### config.mk
export PLATFORM = sky130hd
export DESIGN_NAME = infix_expression_evaluator
export DESIGN_NICKNAME = d
export VERILOG_FILES = /design/src/design/iee_pkg.sv /design/src/design/iee_front.sv /design/src/design/iee_back.sv /design/src/design/infix_expression_evaluator.sv
export SDC_FILE = /design/constraint.sdc
export NUM_CORES = 2
export LEC_CHECK = 0
export BUFFER_PORTS_ARGS = -buffer_cell sky130_fd_sc_hd__buf_2
export CAP_MARGIN = 20
export CORE_UTILIZATION = 50
export CTS_CLUSTER_DIAMETER = 150
export CTS_CLUSTER_SIZE = 25
export DETAILED_ROUTE_END_ITERATION = 7
export GPL_TIMING_DRIVEN = 0
export PLACE_DENSITY = 0.75
export SYNTH_ARGS = -nofsm -noshare
export SYNTH_HDL_FRONTEND = slang
export SYNTH_SLANG_ARGS = --single-unit
### constraint.sdc
create_clock -name clk_i -period 17.1 [get_ports clk_i]
set_clock_uncertainty 0.05 [all_clocks]
set_input_delay 1.71 -clock clk_i [delete_from_list [all_inputs] [get_ports clk_i]]
set_output_delay 1.71 -clock clk_i [all_outputs]
set_load 0.02 [all_outputs]
### src/design/iee_pkg.sv
// Shared types, character codes and helpers for the infix expression evaluator.
// No dependencies; used by iee_front, iee_back and infix_expression_evaluator.
package iee_pkg;

  localparam int unsigned STACK_DEPTH_DEF = 16;

  localparam logic [7:0] CH_0      = 8'h30;
  localparam logic [7:0] CH_9      = 8'h39;
  localparam logic [7:0] CH_OPEN   = 8'h28;
  localparam logic [7:0] CH_CLOSE  = 8'h29;
  localparam logic [7:0] CH_ADD    = 8'h2B;
  localparam logic [7:0] CH_SUB    = 8'h2D;
  localparam logic [7:0] CH_MUL    = 8'h2A;
  localparam logic [7:0] CH_DIV    = 8'h2F;
  localparam logic [7:0] CH_POW    = 8'h5E;

  typedef enum logic [2:0] {
    OP_OPEN = 3'd0,
    OP_ADD  = 3'd1,
    OP_SUB  = 3'd2,
    OP_MUL  = 3'd3,
    OP_DIV  = 3'd4,
    OP_POW  = 3'd5
  } op_e;

  typedef enum logic [2:0] {
    TK_DIGIT,
    TK_OPEN,
    TK_CLOSE,
    TK_OP,
    TK_BAD
  } tok_kind_e;

  typedef enum logic [1:0] {
    STS_OK        = 2'd0,
    STS_MALFORMED = 2'd1,
    STS_DIV0      = 2'd2,
    STS_OVERFLOW  = 2'd3
  } status_e;

  typedef struct packed {
    tok_kind_e   kind;
    op_e         op;
    logic [3:0]  digit;
    logic        last;
  } token_t;

  typedef enum logic [3:0] {
    ST_IDLE,
    ST_DISPATCH,
    ST_END,
    ST_CLOSE,
    ST_OPSCAN,
    ST_FIN,
    ST_RESULT,
    ST_RED0,
    ST_RED1,
    ST_RED2,
    ST_DIV,
    ST_DIVFIN,
    ST_POW,
    ST_WR
  } state_e;

  function automatic logic [1:0] prec_of(op_e op);
    logic [1:0] p;
    unique case (op)
      OP_ADD, OP_SUB: p = 2'd1;
      OP_MUL, OP_DIV: p = 2'd2;
      OP_POW:         p = 2'd3;
      default:        p = 2'd0;
    endcase
    return p;
  endfunction

endpackage

### src/design/iee_front.sv
// Front end: classifies each input character into a token and queues it.
// Depends on iee_pkg. Two-entry queue toward iee_back.
module iee_front (
  input  logic            clk_i,
  input  logic            rst_ni,
  input  logic            sym_valid_i,
  output logic            sym_stall_o,
  input  logic [7:0]      symbol_i,
  input  logic            end_of_expression_i,
  output logic            tok_valid_o,
  input  logic            tok_pop_i,
  output iee_pkg::token_t tok_o
);

  iee_pkg::token_t tok_new;
  iee_pkg::token_t ent_q [2];
  logic            wptr_q, rptr_q;
  logic [1:0]      cnt_q;
  logic            push, pop;

  always_comb begin
    tok_new.kind  = iee_pkg::TK_BAD;
    tok_new.op    = iee_pkg::OP_OPEN;
    tok_new.digit = symbol_i[3:0];
    tok_new.last  = end_of_expression_i;
    priority if (symbol_i >= iee_pkg::CH_0 && symbol_i <= iee_pkg::CH_9) begin
      tok_new.kind = iee_pkg::TK_DIGIT;
    end else if (symbol_i == iee_pkg::CH_OPEN) begin
      tok_new.kind = iee_pkg::TK_OPEN;
    end else if (symbol_i == iee_pkg::CH_CLOSE) begin
      tok_new.kind = iee_pkg::TK_CLOSE;
    end else if (symbol_i == iee_pkg::CH_ADD) begin
      tok_new.kind = iee_pkg::TK_OP;
      tok_new.op   = iee_pkg::OP_ADD;
    end else if (symbol_i == iee_pkg::CH_SUB) begin
      tok_new.kind = iee_pkg::TK_OP;
      tok_new.op   = iee_pkg::OP_SUB;
    end else if (symbol_i == iee_pkg::CH_MUL) begin
      tok_new.kind = iee_pkg::TK_OP;
      tok_new.op   = iee_pkg::OP_MUL;
    end else if (symbol_i == iee_pkg::CH_DIV) begin
      tok_new.kind = iee_pkg::TK_OP;
      tok_new.op   = iee_pkg::OP_DIV;
    end else if (symbol_i == iee_pkg::CH_POW) begin
      tok_new.kind = iee_pkg::TK_OP;
      tok_new.op   = iee_pkg::OP_POW;
    end else begin
      tok_new.kind = iee_pkg::TK_BAD;
    end
  end

  assign sym_stall_o = (cnt_q == 2'd2);
  assign push        = sym_valid_i && !sym_stall_o;
  assign tok_valid_o = (cnt_q != 2'd0);
  assign pop         = tok_pop_i && tok_valid_o;
  assign tok_o       = ent_q[rptr_q];

  always_ff @(posedge clk_i or negedge rst_ni) begin
    if (!rst_ni) begin
      wptr_q <= 1'b0;
      rptr_q <= 1'b0;
      cnt_q  <= 2'd0;
    end else begin
      if (push) wptr_q <= ~wptr_q;
      if (pop)  rptr_q <= ~rptr_q;
      cnt_q <= cnt_q + {1'b0, push} - {1'b0, pop};
    end
  end

  always_ff @(posedge clk_i) begin
    if (push) ent_q[wptr_q] <= tok_new;
  end

endmodule

### src/design/iee_back.sv
// Back end: value and operator stacks, precedence sequencer, shared multiplier,
// bit-serial divider and square-and-multiply power. Depends on iee_pkg.
module iee_back #(
  parameter int unsigned STACK_DEPTH = iee_pkg::STACK_DEPTH_DEF
) (
  input  logic                    clk_i,
  input  logic                    rst_ni,
  input  logic                    tok_valid_i,
  output logic                    tok_pop_o,
  input  iee_pkg::token_t         tok_i,
  output logic                    res_valid_o,
  input  logic                    res_stall_i,
  output logic signed [31:0]      result_value_o,
  output logic [1:0]              status_o
);

  localparam int unsigned CW = $clog2(STACK_DEPTH + 1);
  localparam int unsigned AW = $clog2(STACK_DEPTH);
  localparam logic [CW-1:0] FULL  = CW'(STACK_DEPTH);
  localparam logic [CW-1:0] ONE   = CW'(1);
  localparam logic [CW-1:0] TWO   = CW'(2);
  localparam logic [4:0] DIV_LAST = 5'd31;
  localparam logic [4:0] POW_LAST = 5'd30;

  iee_pkg::state_e  state_q, state_d, ret_q, ret_d;
  iee_pkg::status_e err_q, err_d, res_sts_q, res_sts_d;
  iee_pkg::token_t  tok_q, tok_d;
  iee_pkg::op_e     opc_q, opc_d, otop_q;
  logic [CW-1:0]    vcnt_q, vcnt_d, ocnt_q, ocnt_d;
  logic             out_valid_q, out_valid_d;
  logic [31:0]      res_val_q, res_val_d;

  logic [31:0] b_q, b_d, r_q, r_d;
  logic [31:0] rem_q, rem_d, quo_q, quo_d, den_q, den_d;
  logic        neg_q, neg_d;
  logic [31:0] acc_q, acc_d, base_q, base_d, e_q, e_d;
  logic [4:0]  cnt_q, cnt_d;
  logic        phase_q, phase_d;

  logic [31:0] vmem [STACK_DEPTH];
  iee_pkg::op_e omem [STACK_DEPTH];
  logic [31:0] vrd_q;
  logic          v_we, o_we, o_ld, o_byp;
  logic [AW-1:0] v_waddr, v_raddr, o_waddr, o_raddr;
  logic [31:0]   v_wdata;
  iee_pkg::op_e  o_wdata;

  logic [CW-1:0] vtop1, vtop2, otop2;
  logic [31:0]   mul_x, mul_y, prod;
  logic [32:0]   sh, diff;
  logic          do_reduce;

  assign vtop1 = vcnt_q - ONE;
  assign vtop2 = vcnt_q - TWO;
  assign otop2 = ocnt_q - TWO;
  assign prod  = mul_x * mul_y;
  assign sh    = {rem_q, quo_q[31]};
  assign diff  = sh - {1'b0, den_q};

  // operator precedence test for an incoming operator against the stack top
  assign do_reduce = (ocnt_q != '0) && (otop_q != iee_pkg::OP_OPEN) &&
                     ((iee_pkg::prec_of(otop_q) > iee_pkg::prec_of(tok_q.op)) ||
                      ((iee_pkg::prec_of(otop_q) == iee_pkg::prec_of(tok_q.op)) &&
                       (tok_q.op != iee_pkg::OP_POW)));

  always_comb begin
    state_d     = state_q;
    ret_d       = ret_q;
    err_d       = err_q;
    tok_d       = tok_q;
    opc_d       = opc_q;
    vcnt_d      = vcnt_q;
    ocnt_d      = ocnt_q;
    out_valid_d = out_valid_q;
    res_val_d   = res_val_q;
    res_sts_d   = res_sts_q;
    b_d         = b_q;
    r_d         = r_q;
    rem_d       = rem_q;
    quo_d       = quo_q;
    den_d       = den_q;
    neg_d       = neg_q;
    acc_d       = acc_q;
    base_d      = base_q;
    e_d         = e_q;
    cnt_d       = cnt_q;
    phase_d     = phase_q;
    tok_pop_o   = 1'b0;
    v_we        = 1'b0;
    v_waddr     = vcnt_q[AW-1:0];
    v_wdata     = r_q;
    v_raddr     = '0;
    o_we        = 1'b0;
    o_waddr     = ocnt_q[AW-1:0];
    o_wdata     = tok_q.op;
    o_ld        = 1'b0;
    o_byp       = 1'b0;
    o_raddr     = otop2[AW-1:0];
    mul_x       = vrd_q;
    mul_y       = b_q;

    if (out_valid_q && !res_stall_i) out_valid_d = 1'b0;

    unique case (state_q)
      iee_pkg::ST_IDLE: begin
        if (tok_valid_i) begin
          tok_pop_o = 1'b1;
          tok_d     = tok_i;
          state_d   = iee_pkg::ST_DISPATCH;
        end
      end
      iee_pkg::ST_DISPATCH: begin
        state_d = iee_pkg::ST_END;
        if (err_q == iee_pkg::STS_OK) begin
          unique case (tok_q.kind)
            iee_pkg::TK_DIGIT: begin
              if (vcnt_q >= FULL) begin
                err_d = iee_pkg::STS_OVERFLOW;
              end else begin
                v_we    = 1'b1;
                v_wdata = {28'd0, tok_q.digit};
                vcnt_d  = vcnt_q + ONE;
              end
            end
            iee_pkg::TK_OPEN: begin
              if (ocnt_q >= FULL) begin
                err_d = iee_pkg::STS_OVERFLOW;
              end else begin
                o_we    = 1'b1;
                o_wdata = iee_pkg::OP_OPEN;
                o_ld    = 1'b1;
                o_byp   = 1'b1;
                ocnt_d  = ocnt_q + ONE;
              end
            end
            iee_pkg::TK_CLOSE: state_d = iee_pkg::ST_CLOSE;
            iee_pkg::TK_OP:    state_d = iee_pkg::ST_OPSCAN;
            default:           err_d   = iee_pkg::STS_MALFORMED;
          endcase
        end
      end
      iee_pkg::ST_END: begin
        state_d = tok_q.last ? iee_pkg::ST_FIN : iee_pkg::ST_IDLE;
      end
      iee_pkg::ST_CLOSE: begin
        priority if (err_q != iee_pkg::STS_OK) begin
          state_d = iee_pkg::ST_END;
        end else if (ocnt_q == '0) begin
          err_d   = iee_pkg::STS_MALFORMED;
          state_d = iee_pkg::ST_END;
        end else if (otop_q == iee_pkg::OP_OPEN) begin
          ocnt_d  = ocnt_q - ONE;
          o_ld    = 1'b1;
          state_d = iee_pkg::ST_END;
        end else begin
          ret_d   = iee_pkg::ST_CLOSE;
          state_d = iee_pkg::ST_RED0;
        end
      end
      iee_pkg::ST_OPSCAN: begin
        priority if (err_q != iee_pkg::STS_OK) begin
          state_d = iee_pkg::ST_END;
        end else if (do_reduce) begin
          ret_d   = iee_pkg::ST_OPSCAN;
          state_d = iee_pkg::ST_RED0;
        end else begin
          state_d = iee_pkg::ST_END;
          if (ocnt_q >= FULL) begin
            err_d = iee_pkg::STS_OVERFLOW;
          end else begin
            o_we   = 1'b1;
            o_ld   = 1'b1;
            o_byp  = 1'b1;
            ocnt_d = ocnt_q + ONE;
          end
        end
      end
      iee_pkg::ST_FIN: begin
        priority if (err_q != iee_pkg::STS_OK) begin
          state_d = iee_pkg::ST_RESULT;
        end else if (ocnt_q != '0) begin
          if (otop_q == iee_pkg::OP_OPEN) begin
            err_d   = iee_pkg::STS_MALFORMED;
            state_d = iee_pkg::ST_RESULT;
          end else begin
            ret_d   = iee_pkg::ST_FIN;
            state_d = iee_pkg::ST_RED0;
          end
        end else begin
          if (vcnt_q != ONE) err_d = iee_pkg::STS_MALFORMED;
          state_d = iee_pkg::ST_RESULT;
        end
      end
      iee_pkg::ST_RESULT: begin
        // vrd_q holds the bottom of the value stack here
        if (!out_valid_q || !res_stall_i) begin
          out_valid_d = 1'b1;
          res_val_d   = (err_q == iee_pkg::STS_OK) ? vrd_q : 32'd0;
          res_sts_d   = err_q;
          err_d       = iee_pkg::STS_OK;
          vcnt_d      = '0;
          ocnt_d      = '0;
          state_d     = iee_pkg::ST_IDLE;
        end
      end
      iee_pkg::ST_RED0: begin
        opc_d  = otop_q;
        ocnt_d = ocnt_q - ONE;
        o_ld   = 1'b1;
        if (vcnt_q < TWO) begin
          err_d   = iee_pkg::STS_MALFORMED;
          state_d = ret_q;
        end else begin
          v_raddr = vtop1[AW-1:0];
          state_d = iee_pkg::ST_RED1;
        end
      end
      iee_pkg::ST_RED1: begin
        b_d     = vrd_q;
        v_raddr = vtop2[AW-1:0];
        state_d = iee_pkg::ST_RED2;
      end
      iee_pkg::ST_RED2: begin
        // left operand now in vrd_q
        vcnt_d  = vtop2;
        state_d = iee_pkg::ST_WR;
        unique case (opc_q)
          iee_pkg::OP_ADD: r_d = vrd_q + b_q;
          iee_pkg::OP_SUB: r_d = vrd_q - b_q;
          iee_pkg::OP_MUL: r_d = prod;
          iee_pkg::OP_DIV: begin
            if (b_q == 32'd0) begin
              err_d   = iee_pkg::STS_DIV0;
              state_d = ret_q;
            end else begin
              neg_d   = vrd_q[31] ^ b_q[31];
              quo_d   = vrd_q[31] ? -vrd_q : vrd_q;
              den_d   = b_q[31] ? -b_q : b_q;
              rem_d   = 32'd0;
              cnt_d   = 5'd0;
              state_d = iee_pkg::ST_DIV;
            end
          end
          iee_pkg::OP_POW: begin
            if (b_q[31]) begin
              priority if (vrd_q == 32'd1) r_d = 32'd1;
              else if (vrd_q == 32'hFFFF_FFFF) r_d = b_q[0] ? 32'hFFFF_FFFF : 32'd1;
              else r_d = 32'd0;
            end else begin
              acc_d   = 32'd1;
              base_d  = vrd_q;
              e_d     = b_q;
              cnt_d   = 5'd0;
              phase_d = 1'b0;
              state_d = iee_pkg::ST_POW;
            end
          end
          default: begin
            err_d   = iee_pkg::STS_MALFORMED;
            state_d = ret_q;
          end
        endcase
      end
      iee_pkg::ST_DIV: begin
        if (!diff[32]) begin
          rem_d = diff[31:0];
          quo_d = {quo_q[30:0], 1'b1};
        end else begin
          rem_d = sh[31:0];
          quo_d = {quo_q[30:0], 1'b0};
        end
        cnt_d = cnt_q + 5'd1;
        if (cnt_q == DIV_LAST) state_d = iee_pkg::ST_DIVFIN;
      end
      iee_pkg::ST_DIVFIN: begin
        r_d     = neg_q ? -quo_q : quo_q;
        state_d = iee_pkg::ST_WR;
      end
      iee_pkg::ST_POW: begin
        // even phase: multiply in the exponent bit, odd phase: square the base
        if (!phase_q) begin
          mul_x = acc_q;
          mul_y = base_q;
          if (e_q[0]) acc_d = prod;
          phase_d = 1'b1;
        end else begin
          mul_x   = base_q;
          mul_y   = base_q;
          base_d  = prod;
          e_d     = {1'b0, e_q[31:1]};
          phase_d = 1'b0;
          cnt_d   = cnt_q + 5'd1;
          if (cnt_q == POW_LAST) begin
            r_d     = acc_q;
            state_d = iee_pkg::ST_WR;
          end
        end
      end
      iee_pkg::ST_WR: begin
        v_we    = 1'b1;
        vcnt_d  = vcnt_q + ONE;
        state_d = ret_q;
      end
      default: state_d = iee_pkg::ST_IDLE;
    endcase
  end

  always_ff @(posedge clk_i or negedge rst_ni) begin
    if (!rst_ni) begin
      state_q     <= iee_pkg::ST_IDLE;
      ret_q       <= iee_pkg::ST_IDLE;
      err_q       <= iee_pkg::STS_OK;
      vcnt_q      <= '0;
      ocnt_q      <= '0;
      out_valid_q <= 1'b0;
    end else begin
      state_q     <= state_d;
      ret_q       <= ret_d;
      err_q       <= err_d;
      vcnt_q      <= vcnt_d;
      ocnt_q      <= ocnt_d;
      out_valid_q <= out_valid_d;
    end
  end

  always_ff @(posedge clk_i) begin
    tok_q     <= tok_d;
    opc_q     <= opc_d;
    res_val_q <= res_val_d;
    res_sts_q <= res_sts_d;
    b_q       <= b_d;
    r_q       <= r_d;
    rem_q     <= rem_d;
    quo_q     <= quo_d;
    den_q     <= den_d;
    neg_q     <= neg_d;
    acc_q     <= acc_d;
    base_q    <= base_d;
    e_q       <= e_d;
    cnt_q     <= cnt_d;
    phase_q   <= phase_d;
  end

  always_ff @(posedge clk_i) begin
    if (v_we) vmem[v_waddr] <= v_wdata;
    vrd_q <= vmem[v_raddr];
  end

  // otop_q tracks the operator stack top; a push bypasses the memory
  always_ff @(posedge clk_i) begin
    if (o_we) omem[o_waddr] <= o_wdata;
    if (o_ld) otop_q <= o_byp ? o_wdata : omem[o_raddr];
  end

  assign res_valid_o    = out_valid_q;
  assign result_value_o = res_val_q;
  assign status_o       = res_sts_q;

endmodule

### src/design/infix_expression_evaluator.sv
// Infix expression evaluator: one character per beat, one result per expression.
// A digit or opening parenthesis passes IDLE, DISPATCH and END in the back end,
// the final one also FIN and RESULT; each reduction adds RED0, RED1, RED2 and WR, plus
// a 32-step divider or 31 square-and-multiply steps on one shared multiplier (power).
// A two-entry token queue lets input beats arrive while a reduction runs.
// Reset (async, active low) empties the queue and both stacks and clears the error status.
module infix_expression_evaluator #(
  parameter int unsigned STACK_DEPTH = iee_pkg::STACK_DEPTH_DEF
) (
  input  logic               clk_i,
  input  logic               rst_ni,
  input  logic               sym_valid_i,
  output logic               sym_stall_o,
  input  logic [7:0]         symbol_i,
  input  logic               end_of_expression_i,
  output logic               res_valid_o,
  input  logic               res_stall_i,
  output logic signed [31:0] result_value_o,
  output logic [1:0]         status_o
);

  iee_pkg::token_t tok;
  logic            tok_valid, tok_pop;

  iee_front u_front (
    .clk_i               (clk_i),
    .rst_ni              (rst_ni),
    .sym_valid_i         (sym_valid_i),
    .sym_stall_o         (sym_stall_o),
    .symbol_i            (symbol_i),
    .end_of_expression_i (end_of_expression_i),
    .tok_valid_o         (tok_valid),
    .tok_pop_i           (tok_pop),
    .tok_o               (tok)
  );

  iee_back #(
    .STACK_DEPTH (STACK_DEPTH)
  ) u_back (
    .clk_i          (clk_i),
    .rst_ni         (rst_ni),
    .tok_valid_i    (tok_valid),
    .tok_pop_o      (tok_pop),
    .tok_i          (tok),
    .res_valid_o    (res_valid_o),
    .res_stall_i    (res_stall_i),
    .result_value_o (result_value_o),
    .status_o       (status_o)
  );

endmodule
==> metrics.txt <==
Post-Synth Simple-Gate Area 12.7%; GPL Wtd Cong 1.06; # rows 126; number of global-route vias before repair 44.0k; ratio of cells with drive above 1 in the final layout 4.83%; # IOs 49; CP Buf/Inv Count 11; Port Buffers 48; vias 45.8k; DPL Wire Length 158 mm; count leader, synth edfxtp_1; Die Area 122000 µm²; # H-tree levels 2; Post-Synth XOR/XNOR Area 3.92%; Synth top cells by count edfxtp_1, nand2_1, nor2_1, inv_1, fa_1; area share of the largest cell type after synthesis 44.6%; clock buffer depth 3; initial antenna violation count 9; worst-path maximum fanout 10; initial DRC count 6947; number of flops mapped to enable cells by yosys 895; first-pass GRT wire length 295 mm; status completed; Seq/Total Area, Yosys 46.7%; largest net degree at the start of global routing 34; worst path arrival time 13220 ps; Post-CTS Repair Setup Buffers 0; biggest regs u_back.vmem x512, u_back.omem x48; antenna viol nets, final 0; area leader, netlist edfxtp_1; Worst Path Class, Setup reg2reg; Die Ht 349 µm; GR Overflow Total 0; final setup vio count 0; Synth area leaders edfxtp_1, fa_1, nand2_1, ha_1, nor2_1; CTS sink cnt 951; mux share of post-synthesis cell area 3.00%; total CTS buffers 44; FMAX 77.7 MHz; Area growth, synth to finish 7.65%; Final Hold Fails 0; Chip Width 349 µm; total track usage 33.4%; adder-cell area share of the yosys netlist 18.0%; relative slew slack 13.8%; Avg Cell Area, Syn 10.9 µm²; final setup TNS 0 ps; Hold Path Class reg2reg; Critical Path RT 17450 ps; Synth Net Count 6165; Slew Limit Fails 0; synth unique cells 81; max reg flops 512; main combinational cell family by area after synthesis adder cells; Mapped Cells 5531; Setup crit end kind flop; Slew @ Worst Pin 1280 ps; Startpoint Class flop; drt total wl 204 mm; CTS tree done; RSZ-0062 raised after global routing false; vias per cell 6.26; Most Frequent Cell on Critical Path fa_1; Post-synth ARST share 2.52%; top_reg_cell synth edfxtp_1; drt drc 0; CP max stage delay 1000 ps; Cell Area, Synth 60200 µm²; Max Cap Viol 0; Hold-fix buffers, CTS 0; Reg clk slew, reported paths 120 ps; CP max stage cell a211oi_2; Avg WL per Cell 27.9 µm; Starting Density 50.8%; Ys Warns 0; Initial DRT Pass Iterations 7; Clk Latency, worst-skew pair 690 ps; fin crit share 75.3%; Top reg by flops u_back.vmem; core area 119000 µm²; Post-CTS Resized 0; delay-heaviest family, CP adder cells; root buffer cell clkbuf_16; Min Clock Period, post-route 12870 ps; # nets final 6309; number of synthesized register bits 951; Synth Area in Compound Gates 10.7%
## layout by cell type (no fill, tap or decap), types with 87 or more instances in the layout
cell      count
edfxtp_1    895
nand2_1     816
nor2_1      511
inv_1       505
fa_1        411
clkbuf_1    277
a21oi_1     210
ha_1        210
xnor2_1     203
and2_1      186
a211oi_1    180
o21ai_0     166
mux2i_1      93
a31oi_1      87
## routing by layer
metal  wire length (µm)  part of all wire (%)  global-route usage [%]
met1              80500                    39                    47.8
met2              84200                    41                    47.3
met3              28100                    14                    9.21
met4              11000                   5.4                    14.9
met5                106                 0.052                       0
## metrics by stage
stage | instance area, µm² | utilization, % | cells | worst slack [ps] | hold WS, ps
2_1_floorplan | 60200 | - | 5531 | 8120 | 356
3_3_place_gp | 62500 | 52.6 | 7179 | 4000 | 374
3_5_place_dp | 63500 | 53.5 | 7225 | 4760 | 377
4_1_cts | 64800 | 54.6 | 7307 | 4680 | 417
5_1_grt | 64800 | 54.6 | 7311 | 4050 | 413
6_report | 64900 | 54.6 | 7318 | 4230 | 419
## final timing paths
check	startpoint	end	slack (ps)	cells after the start
max in group asynchronous	rst_ni	u_back.ocnt_q[1]	15510	1
hold / removal	u_back.vrd_q[31]	u_back.b_q[31]	420	0
min in group asynchronous	rst_ni	u_back.state_q[0]	1000	1
setup / recovery	u_back.state_q[1]	u_back.r_q[30]	4230	35
hold reg to reg	u_back.vrd_q[31]	u_back.b_q[31]	420	0
setup reg to reg	u_back.state_q[1]	u_back.r_q[30]	4230	35
## cells by family after synthesis
family          count (synthesis)
flops                         951
buf+inv                       786
simple gates                 1764
compound gates                985
fa+ha+maj                     621
xor+xnor                      268
mux                           156
## area by class of cell
| class | count | area (µm²) |
|---|---|---|
| fillers | 10149 | 53900 |
| multi-input cells | 3794 | 29400 |
| flip-flops and latches | 951 | 28100 |
| well taps | 1600 | 2000 |
| inverters | 507 | 1900 |
| clock buffers | 77 | 1220 |
| plain buffers | 279 | 1060 |
| repair buffers | 98 | 1060 |
| clock inverters | 5 | 93.8 |
| diodes | 7 | 17.5 |
Power is left out: the tool's default activity adds up to more than one toggle a clock period on the data nets, which glitch-free logic cannot reach.
